**src/rtl/ttwb_pkg.sv**
```systemverilog
// ----------------------------------------------------------------------------
// ttwb_pkg: shared definitions for the triangle transform block
// Default widths, vector geometry, matrix layout and item codes.
// ----------------------------------------------------------------------------
package ttwb_pkg;

  // Default number format: signed Q16.16
  localparam int DATA_WIDTH_DEF = 32;
  localparam int FRAC_BITS_DEF  = 16;

  // Vector and matrix geometry
  localparam int NUM_COMP   = 4;
  localparam int NUM_COEF   = 32;
  localparam int COEF_IDX_W = 5;
  localparam int INV_BASE   = 16;

  // Input item codes
  localparam logic OP_COEF   = 1'b0;
  localparam logic OP_CORNER = 1'b1;

  // Result item codes
  localparam logic KIND_CORNER = 1'b0;
  localparam logic KIND_BOX    = 1'b1;

endpackage

```
**src/rtl/ttwb_intf.sv**
```systemverilog


interface ttwb_out_if #(
  parameter int DATA_WIDTH = ttwb_pkg::DATA_WIDTH_DEF
);
  logic                         valid;
  logic                         ready;
  logic                         kind;
  logic signed [DATA_WIDTH-1:0] pos_or_min_x;
  logic signed [DATA_WIDTH-1:0] pos_or_min_y;
  logic signed [DATA_WIDTH-1:0] pos_or_min_z;
  logic signed [DATA_WIDTH-1:0] pos_or_min_w;
  logic signed [DATA_WIDTH-1:0] norm_or_max_x;
  logic signed [DATA_WIDTH-1:0] norm_or_max_y;
  logic signed [DATA_WIDTH-1:0] norm_or_max_z;
  logic signed [DATA_WIDTH-1:0] norm_or_max_w;
  logic                         last;

  modport source (
    output valid, kind, last,
    output pos_or_min_x, pos_or_min_y, pos_or_min_z, pos_or_min_w,
    output norm_or_max_x, norm_or_max_y, norm_or_max_z, norm_or_max_w,
    input  ready
  );
  modport sink (
    input  valid, kind, last,
    input  pos_or_min_x, pos_or_min_y, pos_or_min_z, pos_or_min_w,
    input  norm_or_max_x, norm_or_max_y, norm_or_max_z, norm_or_max_w,
    output ready
  );
endinterface


```
**src/rtl/ttwb_merge.sv**
```systemverilog
// ----------------------------------------------------------------------------
// ttwb_merge: result merging and bounding box
// Collects the lane results of one corner, tracks the running box of the
// current triangle and drives the result channel from an output register.
// ----------------------------------------------------------------------------
module ttwb_merge #(
  parameter int DATA_WIDTH = ttwb_pkg::DATA_WIDTH_DEF
) (
  input  logic                         clk,
  input  logic                         rst_n,
  input  logic                         lane_valid,
  input  logic signed [DATA_WIDTH-1:0] tv [ttwb_pkg::NUM_COMP],
  input  logic signed [DATA_WIDTH-1:0] tn [ttwb_pkg::NUM_COMP],
  output logic                         adv,
  ttwb_out_if.source                   out_ch
);

  localparam int N = ttwb_pkg::NUM_COMP;

  logic [1:0]                   cnt_r;
  logic signed [DATA_WIDTH-1:0] min_r   [N];
  logic signed [DATA_WIDTH-1:0] max_r   [N];
  logic signed [DATA_WIDTH-1:0] min_nxt [N];
  logic signed [DATA_WIDTH-1:0] max_nxt [N];
  logic                         out_valid_r;
  logic                         kind_r;
  logic                         last_r;
  logic signed [DATA_WIDTH-1:0] pos_r   [N];
  logic signed [DATA_WIDTH-1:0] nrm_r   [N];
  logic                         box_pend_r;
  logic                         out_free;
  logic                         take;
  logic                         first;
  logic                         third;

  // Output slot and corner take-over
  assign out_free = !out_valid_r || out_ch.ready;
  assign take     = lane_valid && out_free && !box_pend_r;
  assign adv      = !lane_valid || take;
  assign first    = (cnt_r == 2'd0);
  assign third    = (cnt_r >= 2'd2);

  // Update the running box with the new corner
  always_comb begin
    for (int i = 0; i < N; i++) begin
      if (first || (tv[i] < min_r[i])) begin
        min_nxt[i] = tv[i];
      end else begin
        min_nxt[i] = min_r[i];
      end
      if (first || (tv[i] > max_r[i])) begin
        max_nxt[i] = tv[i];
      end else begin
        max_nxt[i] = max_r[i];
      end
    end
  end

  // Hold counter, box and the output register
  always_ff @(posedge clk) begin
    if (!rst_n) begin
      cnt_r       <= 2'd0;
      out_valid_r <= 1'b0;
      box_pend_r  <= 1'b0;
      for (int i = 0; i < N; i++) begin
        min_r[i] <= '0;
        max_r[i] <= '0;
      end
    end else begin
      if (take) begin
        cnt_r <= third ? 2'd0 : 2'(cnt_r + 2'd1);
        for (int i = 0; i < N; i++) begin
          min_r[i] <= min_nxt[i];
          max_r[i] <= max_nxt[i];
        end
      end
      if (out_free) begin
        if (box_pend_r) begin
          out_valid_r <= 1'b1;
          box_pend_r  <= 1'b0;
          kind_r      <= ttwb_pkg::KIND_BOX;
          last_r      <= 1'b1;
          for (int i = 0; i < N; i++) begin
            pos_r[i] <= min_r[i];
            nrm_r[i] <= max_r[i];
          end
        end else if (lane_valid) begin
          out_valid_r <= 1'b1;
          box_pend_r  <= third;
          kind_r      <= ttwb_pkg::KIND_CORNER;
          last_r      <= !third;
          for (int i = 0; i < N; i++) begin
            pos_r[i] <= tv[i];
            nrm_r[i] <= tn[i];
          end
        end else begin
          out_valid_r <= 1'b0;
        end
      end
    end
  end

  // Drive the result channel
  assign out_ch.valid         = out_valid_r;
  assign out_ch.kind          = kind_r;
  assign out_ch.last          = last_r;
  assign out_ch.pos_or_min_x  = pos_r[0];
  assign out_ch.pos_or_min_y  = pos_r[1];
  assign out_ch.pos_or_min_z  = pos_r[2];
  assign out_ch.pos_or_min_w  = pos_r[3];
  assign out_ch.norm_or_max_x = nrm_r[0];
  assign out_ch.norm_or_max_y = nrm_r[1];
  assign out_ch.norm_or_max_z = nrm_r[2];
  assign out_ch.norm_or_max_w = nrm_r[3];

endmodule

```
**src/flat_wrapper.sv**
```systemverilog
// flat-port wrapper written by rule: the top's interface ports become plain ports
module ttwb_merge_flat 
#(
  parameter int DATA_WIDTH = ttwb_pkg::DATA_WIDTH_DEF
)
  (clk, rst_n, lane_valid, tv, tn, adv, out_ch_valid, out_ch_kind, out_ch_last, out_ch_pos_or_min_x, out_ch_pos_or_min_y, out_ch_pos_or_min_z, out_ch_pos_or_min_w, out_ch_norm_or_max_x, out_ch_norm_or_max_y, out_ch_norm_or_max_z, out_ch_norm_or_max_w, out_ch_ready);
  ttwb_out_if #(.DATA_WIDTH(DATA_WIDTH)) out_ch_i ();
  input  logic clk;
  input  logic rst_n;
  input  logic lane_valid;
  input  logic signed [DATA_WIDTH-1:0] tv[ttwb_pkg::NUM_COMP];
  input  logic signed [DATA_WIDTH-1:0] tn[ttwb_pkg::NUM_COMP];
  output logic adv;
  output wire logic [$bits(out_ch_i.valid)-1:0] out_ch_valid;
  output wire logic [$bits(out_ch_i.kind)-1:0] out_ch_kind;
  output wire logic [$bits(out_ch_i.last)-1:0] out_ch_last;
  output wire logic [$bits(out_ch_i.pos_or_min_x)-1:0] out_ch_pos_or_min_x;
  output wire logic [$bits(out_ch_i.pos_or_min_y)-1:0] out_ch_pos_or_min_y;
  output wire logic [$bits(out_ch_i.pos_or_min_z)-1:0] out_ch_pos_or_min_z;
  output wire logic [$bits(out_ch_i.pos_or_min_w)-1:0] out_ch_pos_or_min_w;
  output wire logic [$bits(out_ch_i.norm_or_max_x)-1:0] out_ch_norm_or_max_x;
  output wire logic [$bits(out_ch_i.norm_or_max_y)-1:0] out_ch_norm_or_max_y;
  output wire logic [$bits(out_ch_i.norm_or_max_z)-1:0] out_ch_norm_or_max_z;
  output wire logic [$bits(out_ch_i.norm_or_max_w)-1:0] out_ch_norm_or_max_w;
  input wire logic [$bits(out_ch_i.ready)-1:0] out_ch_ready;
  assign out_ch_valid = out_ch_i.valid;
  assign out_ch_kind = out_ch_i.kind;
  assign out_ch_last = out_ch_i.last;
  assign out_ch_pos_or_min_x = out_ch_i.pos_or_min_x;
  assign out_ch_pos_or_min_y = out_ch_i.pos_or_min_y;
  assign out_ch_pos_or_min_z = out_ch_i.pos_or_min_z;
  assign out_ch_pos_or_min_w = out_ch_i.pos_or_min_w;
  assign out_ch_norm_or_max_x = out_ch_i.norm_or_max_x;
  assign out_ch_norm_or_max_y = out_ch_i.norm_or_max_y;
  assign out_ch_norm_or_max_z = out_ch_i.norm_or_max_z;
  assign out_ch_norm_or_max_w = out_ch_i.norm_or_max_w;
  assign out_ch_i.ready = out_ch_ready;
  ttwb_merge #(.DATA_WIDTH(DATA_WIDTH)) u_core (.clk(clk), .rst_n(rst_n), .lane_valid(lane_valid), .tv(tv), .tn(tn), .adv(adv), .out_ch(out_ch_i));
endmodule
```
**config.mk**
```make
export PLATFORM = sky130hd
export DESIGN_NAME = ttwb_merge_flat
export DESIGN_NICKNAME = d
export VERILOG_FILES = /design/src/rtl/ttwb_pkg.sv /design/src/rtl/ttwb_intf.sv /design/src/rtl/ttwb_merge.sv /design/src/flat_wrapper.sv
export SDC_FILE = /design/constraint.sdc
export NUM_CORES = 1
export LEC_CHECK = 0
export BUFFER_PORTS_ARGS = -buffer_cell sky130_fd_sc_hd__buf_2
export CAP_MARGIN = 20
export CORE_UTILIZATION = 40
export CTS_CLUSTER_SIZE = 40
export DETAILED_ROUTE_END_ITERATION = 10
export GPL_TIMING_DRIVEN = 0
export PLACE_DENSITY = 0.67
export SYNTH_ARGS = -nofsm -noshare
export SYNTH_HDL_FRONTEND = slang
export SYNTH_SLANG_ARGS = --single-unit
```
**constraint.sdc**
```tcl
create_clock -name clk -period 24.3 [get_ports clk]
set_clock_uncertainty 0.05 [all_clocks]
set_input_delay 2.43 -clock clk [delete_from_list [all_inputs] [get_ports clk]]
set_output_delay 2.43 -clock clk [all_outputs]
set_load 0.02 [all_outputs]
```
==> metrics, run 1 <==
total number of vias 18268; Pwr Density 78.8 nW/µm²; worst hold start u_core.cnt_r[0]$_SDFFE_PN0P_; first-pass GRT wire length 108000 µm; IO Pins 520; ys flop type edfxtp_1; Hold WS 0.484 ns; initial core utilization 40.7%; Max Transition Viols Final 0; Syn Inst Count 2032; Num CTS Buffers 56; relative slew slack 36.8%; pin count of the biggest net entering global routing 36; CTS tree built; worst path required time 21.82 ns; critical path peak fanout 8; Synth Warn # 0; DR iter-0 viols 1163; clk_lat worst skew 0.61 ns; cells resized by post-CTS repair 0; DIE WIDTH 253 µm; Buffers on Ports 519; cell taking the most area after synthesis edfxtp_1; worst path arrival time 3.14 ns; Startpoint Class input pin; clk root buf clkbuf_16; num rows 91; RSZ-0062 raised after global routing false; DRC violations left 0; final WL 73500 µm; post-synthesis cell area 25300 µm²; Post-Syn Area per Cell 12.4 µm²; hpwl dp 56500 µm; Post-DRT Antenna Nets 0; Setup Crit Path Kind input pin to output pin; CP startpoint out_ch_ready; final hold vios 0; Post-Syn Nets 2544; area delta synth->final 23.3%; initial antenna violation count 21; synth top area cells edfxtp_1, ha_1, a21o_1; Yosys cell types 43; Clock Tree Buf Depth 3; die area 64100 µm²; Hold Crit Depth 2; fraction of registers with async set/reset 0%; min Tclk post-route 5.62 ns; FMAX 178 MHz; Tightest Hold Check Type flop to flop; Seq/Total Area, Yosys 61.4%; Avg WL per Cell 20.9 µm; worst reg2reg path depth 9; final net count 3139; most frequent cell after synthesis edfxtp_1; GRT overflow 0; post-synth top area share 61.1%; synth cell count leaders edfxtp_1, inv_1, ha_1, nand2_1, a21o_1; Final Worst Setup Slack 18.68 ns; cts hold-fix bufs 0; clk sinks 518; final setup vio count 0; Post-CTS Setup Inserts 0; clk slew on worst S/H paths 0.06 ns; max_cap viols 0; Setup crit end kind output pin; outcome finished, final reports clean; global-route usage over all layers 22.5%; drt pass-1 iters 6; Post-synth EDFFs 514; core area 62100 µm²; period utilization 23.1%; Yosys reg bits 518; vias in the first global route 18364; TNS Setup 0 ns; Place WS 18.60 ns; layout cells sized above 1 24.6%; Vias/cell 5.18; H-tree depth 2; GPL Wtd Cong 0.891; Reg-to-Reg Start u_core.min_r[2][2]$_DFFE_PP_; worst-margin pin slew 0.948 ns; die height 253 µm; peak supply drop 0.0504 mV; LEAKAGE 0.0138 µW
worst paths after layout:
check        slack (ns)                      endpoint
max               18.68                           adv
min                0.48  u_core.cnt_r[0]$_SDFFE_PN0P_
max reg2reg       20.78  u_core.min_r[2][5]$_DFFE_PP_
min reg2reg        0.48  u_core.cnt_r[0]$_SDFFE_PN0P_
metal layers:
metal  wire [µm]  track usage, %  vias to the layer above
li1            -               -                     8625
met1       30600            28.3                     8879
met2       35600            37.8                      619
met3        5140            5.37                      131
met4        2160            7.57                       14
met5          92               0                        -
final cells by class:
class	instances	area [µm²]
antenna	14	35.0
buffer	57	239
clock buffer	66	1460
clock inverter	38	343
fill	5430	30900
inverter	254	953
multi-input combinational	1203	8620
sequential	518	15500
tap	837	1050
timing repair buffer	537	2920
power by group:
part	switching (µW)	leakage (µW)	internal (µW)
registers	32.9	0.00527	1110
clock network	359	0.000878	492
logic	294	0.00760	165
critical path, cell delays in order:
cell and delay, ns:
buf_2 0.09, nor2b_1 0.09, buf_2 0.25, o21ai_0 0.10, buf_2 0.18
kinds of logic (layout without fill, tap and decap cells):
family / Yosys count / count (layout) / synth area share [%]
DFF: 518 / 518 / 61.4
AOI/OAI and AO/OA: 453 / 453 / 11.3
buffers and inverters: 311 / 952 / 4.72
xor gates and xnor gates: 1 / 1 / 0.0347
and+or+nand+nor: 496 / 496 / 10.0
adders and majority gates: 252 / 252 / 12.5
other: 0 / 14 / 0
muxes: 1 / 1 / 0.0396
sequential cells by signal, summed over array words and instances, names as in the netlist:
signal,cells
u_core.min_r,128
u_core.out_ch.valid,1
u_core.pos_r,128
u_core.nrm_r,128
u_core.cnt_r,2
u_core.max_r,128
u_core.box_pend_r,1
u_core.out_ch.last,1
u_core.out_ch.kind,1
cell usage in the layout (no fill, tap or decap), types with 4 or more instances in the layout:
| cell type | count |
|---|---|
| a221oi_1 | 5 |
| a221o_1 | 11 |
| nor4_1 | 11 |
| a21o_1 | 151 |
| o21ai_0 | 147 |
| nand4_1 | 55 |
| nor2_1 | 27 |
| buf_12 | 7 |
| clkinv_1 | 14 |
| edfxtp_1 | 514 |
| nor3_1 | 8 |
| nor2b_1 | 16 |
| nand3_1 | 37 |
| clkinvlp_4 | 4 |
| or3_1 | 7 |
| nor2_2 | 4 |
| buf_8 | 7 |
| a21oi_1 | 98 |
| inv_1 | 254 |
| dfxtp_1 | 4 |
| a211oi_1 | 15 |
| clkinv_2 | 12 |
| and2_1 | 128 |
| clkbuf_16 | 57 |
| bufinv_16 | 6 |
| o211ai_1 | 5 |
| diode_2 | 14 |
| nand2_1 | 188 |
| clkbuf_1 | 44 |
| ha_1 | 252 |
| buf_2 | 539 |
through the flow:
stage	util, %	power, µW	area (µm²)	std cells
6_report	50.2	2450	31100	3524
3_3_place_gp	46.6	1610	28900	3388
5_1_grt	50.2	2560	31100	3520
2_1_floorplan	-	1440	25300	2032
3_5_place_dp	47.2	1620	29300	3405
4_1_cts	50.1	2470	31100	3509
Power figures use the tool's default switching activity.
==> run 2: changes to the inputs <==
- clock period: 24.3 -> 5.5 ns (I/O delays scaled with it)
==> run 2 against run 1 <==
Effect of this change:
- worst hold slack worse by 0.33 ns
- first-iteration DRC count increased by 8.0%
- final cell count fell by 0.28%
- clock power increased to 4.1 times the previous value
- register-to-register slack got worse by 19 ns
- non-clock buffer count is 1 lower
- die area is the same
- flip-flop and latch count is the same
- critical path depth grew 3
- critical endpoint is now u_core.max_r[0][30]$_DFFE_PP_
- largest power group unchanged
- highest routed layer unchanged
==> metrics, run 2 (synthesis gave the netlist of run 1 again) <==
critical path cell sequence inv_1 > ha_1 > nand4_1 > nor4_2 > a21oi_1 > and2_1 > a32o_1 > or3_2; Placed Area 29300 µm² (about the same); clk_lat worst skew 0.62 ns (about the same); max_cap viols 0 (unchanged); drt pass-1 iters 7 (+1); core area 62100 µm² (unchanged); Post-DRT Antenna Nets 0 (unchanged); Final Cell Area 31000 µm² (-0.52%); Setup Crit Path Kind flop to flop; Tightest Hold Check Type input pin to flop; worst reg2reg path depth 8 (-1); IO Pins 520 (unchanged); Avg WL per Cell 20.8 µm (-0.15%); min Tclk post-route 3.49 ns; global-route usage over all layers 22.5% (+0.036 points); critical path peak fanout 32 (+24); H-tree depth 2 (unchanged); Hold WS 0.153 ns (-0.331 ns); cells resized by post-CTS repair 0 (unchanged); Clock Tree Buf Depth 3 (unchanged); area delta synth->final 22.6%; initial core utilization 40.7% (unchanged); worst path arrival time 3.65 ns (+0.51 ns); period utilization 63.5%; hold path endpoint u_core.nrm_r[1][0]$_DFFE_PP_; RSZ-0062 raised after global routing false; Reg-to-Reg Start u_core.max_r[0][31]$_DFFE_PP_; clk sinks 518 (unchanged); Max Transition Viols Final 0 (unchanged); Setup crit end kind flop; Num CTS Buffers 56 (unchanged); commonest non-fill, non-tap cells in the layout buf_2, edfxtp_1, inv_1; worst path required time 5.65 ns (-16.17 ns); Final Worst Setup Slack 2.01 ns (-16.67 ns); cts hold-fix bufs 0 (unchanged); Buffers on Ports 519 (unchanged); DIE WIDTH 253 µm (unchanged); final hold vios 0 (unchanged); pin count of the biggest net entering global routing 38 (+5.6%); Post-CTS Setup Inserts 0 (unchanged); final instance count without filler cells 3514 (-0.28%); DR iter-0 viols 1256 (+8.0%); Startpoint Class flop; worst hold start tn[64]; die area 64100 µm² (unchanged); hpwl dp 56700 µm (+0.32%); Reg2Reg Setup Slack 2.01 ns (-18.77 ns); vias in the first global route 18443 (+0.43%); Place WS 1.79 ns (-16.81 ns); Hold Crit Depth 3 (+1); layout cells sized above 1 24.5% (-0.10 points); RR Endpoint u_core.max_r[0][30]$_DFFE_PP_; Placed Cells 3405 (unchanged); final WL 73200 µm (-0.43%); LEAKAGE 0.0137 µW (-0.49%); clk slew on worst S/H paths 0.06 ns (about the same); final core area utilization 49.9% (-0.26 points); DRC violations left 0 (unchanged); GPL Wtd Cong 0.887 (-0.48%); total number of vias 18278 (+0.055%); outcome finished, final reports clean; final setup vio count 0 (unchanged); Worst path max stage delay 0.85 ns (+0.60 ns); commonest non-fill, non-tap cell in the layout buf_2; FMAX 286 MHz; Crit-path slowest cell or3_2; initial antenna violation count 18 (-14%); die height 253 µm (unchanged); num rows 91 (unchanged); CTS tree built; Vias/cell 5.20 (+0.34%); relative slew slack 25.4% (-11 points); first-pass GRT wire length 109000 µm (+1.0%); GRT overflow 0 (unchanged); Pwr Density 342 nW/µm² (+330%); final net count 3138 (-0.032%); worst-margin pin slew 1.12 ns (+0.172 ns); peak supply drop 0.232 mV (+360%); clk root buf clkbuf_16
-- run 2: worst max-delay path by stage --
stage | end | start | slack (ns)
floorplan | u_core.nrm_r[0][0]$_DFFE_PP_ | out_ch_ready | 0.47
global placement | u_core.min_r[2][9]$_DFFE_PP_ | u_core.cnt_r[1]$_SDFFE_PN0P_ | -1.81
detailed placement | u_core.max_r[2][9]$_DFFE_PP_ | tv[63] | 1.79
CTS | u_core.max_r[1][7]$_DFFE_PP_ | u_core.max_r[1][31]$_DFFE_PP_ | 2.06
global route | u_core.max_r[2][24]$_DFFE_PP_ | u_core.max_r[2][31]$_DFFE_PP_ | 1.83
finish | u_core.max_r[0][30]$_DFFE_PP_ | u_core.max_r[0][31]$_DFFE_PP_ | 2.01
-- run 2: layout make-up --
type                            instances  area (µm²)
Tap cell                              837        1050
Clock buffer                           67        1460
Fill cell                            5495       31100
Multi-Input combinational cell       1203        8620
Buffer                                 57         239
Clock inverter                         33         201
Timing Repair Buffer                  536        2910
Sequential cell                       518       15500
Antenna cell                            9        22.5
Inverter                              254         953
-- run 2: per-layer routing --
layer | up-vias | GRT usage (%) | share of wire (%)
met3 | 137 | 4.62 | 6.3
met5 | - | 0 | 0.14
li1 | 8604 | - | -
met2 | 595 | 37.7 | 49
met1 | 8926 | 29.1 | 42
met4 | 16 | 7.03 | 2.7
-- run 2: per-stage QoR --
step,total power (µW),TNS [ns]
4_1_cts,10700,0
3_5_place_dp,7170,0
3_3_place_gp,7080,-549.78
6_report,10600,0
5_1_grt,11100,0
2_1_floorplan,6340,0
-- run 2: report_power, final --
part	leakage, µW	total (µW)	internal [µW]	switching, µW
sequential	0.00527	5050	4910	146
clock	0.000816	3510	1930	1580
combinational	0.00759	2040	732	1310
-- run 2: worst max-delay path: cells and delay by family, from the launching register on --
family	cells	cell delay, ns
AOI/OAI and AO/OA	2	0.40
adders and majority gates	1	0.37
buffers and inverters	1	0.08
DFF	1	0.32
and+or+nand+nor	4	1.86
==> run 3: changes to the inputs <==
- clock period: 5.5 -> 3.38 ns (I/O delays scaled with it)
==> run 3 against run 2 <==
Effect of this change:
- flip-flop and latch count did not move
- clock-buffer cell count down 4
- first-iteration DRC count is 0.16% lower
- critical path depth decreased by 1
- sequential share of layout area down 2.2 points
- utilization up 2.3 points
- combinational power grew 69%
- final cell count rose by 3.8%
- power is 68% higher
- clock power is 75% higher
- sequential power rose by 63%
- non-clock buffer count up 125
- largest cell class unchanged
- largest power group unchanged
- highest routed layer unchanged
==> metrics, run 3 (synthesis gave the netlist of run 1 again) <==
outcome finished, final reports clean; final hold vios 0 (unchanged); worst path arrival time 3.57 ns (-0.08 ns); final core area utilization 52.2% (+2.3 points); clk slew on worst S/H paths 0.06 ns (about the same); Pwr Density 550 nW/µm² (+61%); period utilization 93.1% (+30 points); register area 15500 µm² (about the same); global-route usage over all layers 22.9% (+0.44 points); DRC violations left 0 (unchanged); commonest non-fill, non-tap cells in the layout buf_2, edfxtp_1, inv_1; area delta synth->final 28.3%; CTS tree built; Num CTS Buffers 57 (+1.8%); GPL Wtd Cong 0.903 (+1.9%); die height 253 µm (unchanged); DR iter-0 viols 1254 (-0.16%); die area 64100 µm² (unchanged); Setup crit end kind flop; Crit-path slowest cell clkbuf_1; drt pass-1 iters 5 (-2); peak supply drop 0.420 mV (+81%); min Tclk post-route 3.15 ns (-0.349 ns); total number of vias 18857 (+3.2%); layout cells sized above 1 24.0% (-0.45 points); Buffers on Ports 519 (unchanged); initial core utilization 40.7% (unchanged); Worst path max stage delay 0.88 ns (+0.03 ns); num rows 91 (unchanged); worst-margin pin slew 1.11 ns (-0.0113 ns); IO Pins 520 (unchanged); Max Transition Viols Final 0 (unchanged); DIE WIDTH 253 µm (unchanged); clk_lat worst skew 0.61 ns (about the same); max_cap viols 0 (unchanged); clk sinks 518 (unchanged); first-pass GRT wire length 111000 µm (+1.9%); GRT overflow 0 (unchanged); Fillers 5319 (-3.2%); H-tree depth 2 (unchanged); relative slew slack 26.1% (+0.75 points); worst reg2reg path depth 7 (-1); Largest delay share family, worst path buffers and inverters; worst path required time 3.80 ns (-1.85 ns); Worst Path Buf+Inv 3 (+2); LEAKAGE 0.0143 µW (+4.4%); initial antenna violation count 15 (-3); pin count of the biggest net entering global routing 36 (-5.3%); Vias/cell 5.17 (-0.62%); Levels on crit path 7 (-1); Setup Crit Path Kind flop to flop; Post-DRT Antenna Nets 0 (unchanged); Hold Crit Depth 3 (unchanged); final setup vio count 0 (unchanged); hpwl dp 56200 µm (-0.85%); core area 62100 µm² (unchanged); final WL 75300 µm (+2.8%); Avg WL per Cell 20.6 µm (-1.0%); final net count 3264 (+4.0%); Startpoint Class flop; Tightest Hold Check Type input pin to flop; FMAX 318 MHz (+11%); critical path cell sequence nor2b_1 > buf_4 > nor3_2 > nand2_1 > clkbuf_1 > buf_1 > a21o_1; critical path peak fanout 11 (-66%); Hold WS 0.0204 ns (-0.133 ns); RSZ-0062 raised after global routing false; multi-input logic area 8630 µm² (+0.16%); clk root buf clkbuf_16; vias in the first global route 19248 (+4.4%); Clock Tree Buf Depth 3 (unchanged); commonest non-fill, non-tap cell in the layout buf_2
run 3: cell count changes in the layout (fill, tap and decap cells not counted), moves of 3 or more:
cell and change:
clkbuf_1 -4, buf_4 +6, clkinv_2 +4, bufinv_16 +5
dlygate4sd3_1 +120, diode_2 +5, or3_4 +3, or3_2 -3
clkinv_1 -3
run 3: through the flow:
step                      std cells  TNS [ns]  cell area [µm²]  total power, µW  worst slack [ns]
after global routing           3642         0            32400            18600            0.0896
after floorplan                2032   -381.06            25300            10300             -1.49
after detailed placement       3406    -16.59            29300            11700            -0.371
after CTS                      3631     -4.32            32300            17900           -0.0523
final                          3648         0            32400            17800             0.234
after global placement         3388  -1125.54            29000            11500             -3.32
run 3: final timing paths:
kind | from | to | slack (ns)
max | u_core.out_ch.valid$_SDFFE_PN0N_ | u_core.pos_r[0][8]$_DFFE_PP_ | 0.23
min | tn[55] | u_core.nrm_r[2][23]$_DFFE_PP_ | 0.02
max reg2reg | u_core.out_ch.valid$_SDFFE_PN0N_ | u_core.pos_r[0][8]$_DFFE_PP_ | 0.23
min reg2reg | u_core.cnt_r[0]$_SDFFE_PN0P_ | u_core.cnt_r[0]$_SDFFE_PN0P_ | 0.48
run 3: worst reg2reg max path, stage by stage, from the launching register on:
cell and delay, ns:
dfxtp_2 0.33, nor2b_1 0.14, buf_4 0.19, nor3_2 0.09, nand2_1 0.54, clkbuf_1 0.90, buf_1 0.56, a21o_1 0.22
run 3: repair_timing:
item / 4_1_cts / 5_1_grt
pin swaps: 1 / 3
hold buffers: 120 / 0
endpoints found under the hold margin: 120 / 0
buffers inserted: 1 / 3
setup endpoints to repair: 116 / 149
resized for setup: 1 / 4
run 3: area by class of cell:
class	count	area share (%)
flip-flops and latches	518	47.9
multi-input cells	1203	26.6
repair buffers	661	12.8
clock buffers	63	4.47
well taps	837	3.23
inverters	254	2.94
clock inverters	41	1.17
plain buffers	57	0.753
diodes	14	0.108
run 3: routing by layer:
layer,GRT usage (%),share of wire (%),up-vias
met2,39.7,50,643
met3,5.22,6.6,138
met5,0,0.062,-
met1,28.1,41,9199
met4,7.74,2.9,8
li1,-,-,8869
run 3: power by group:
group,total (µW),internal [µW],leakage [µW],switching (µW)
Combinational,3450,1290,0.00812,2160
Sequential,8220,7980,0.00527,237
Clock,6150,3550,0.000896,2610
Total,17800,12800,0.0143,5000
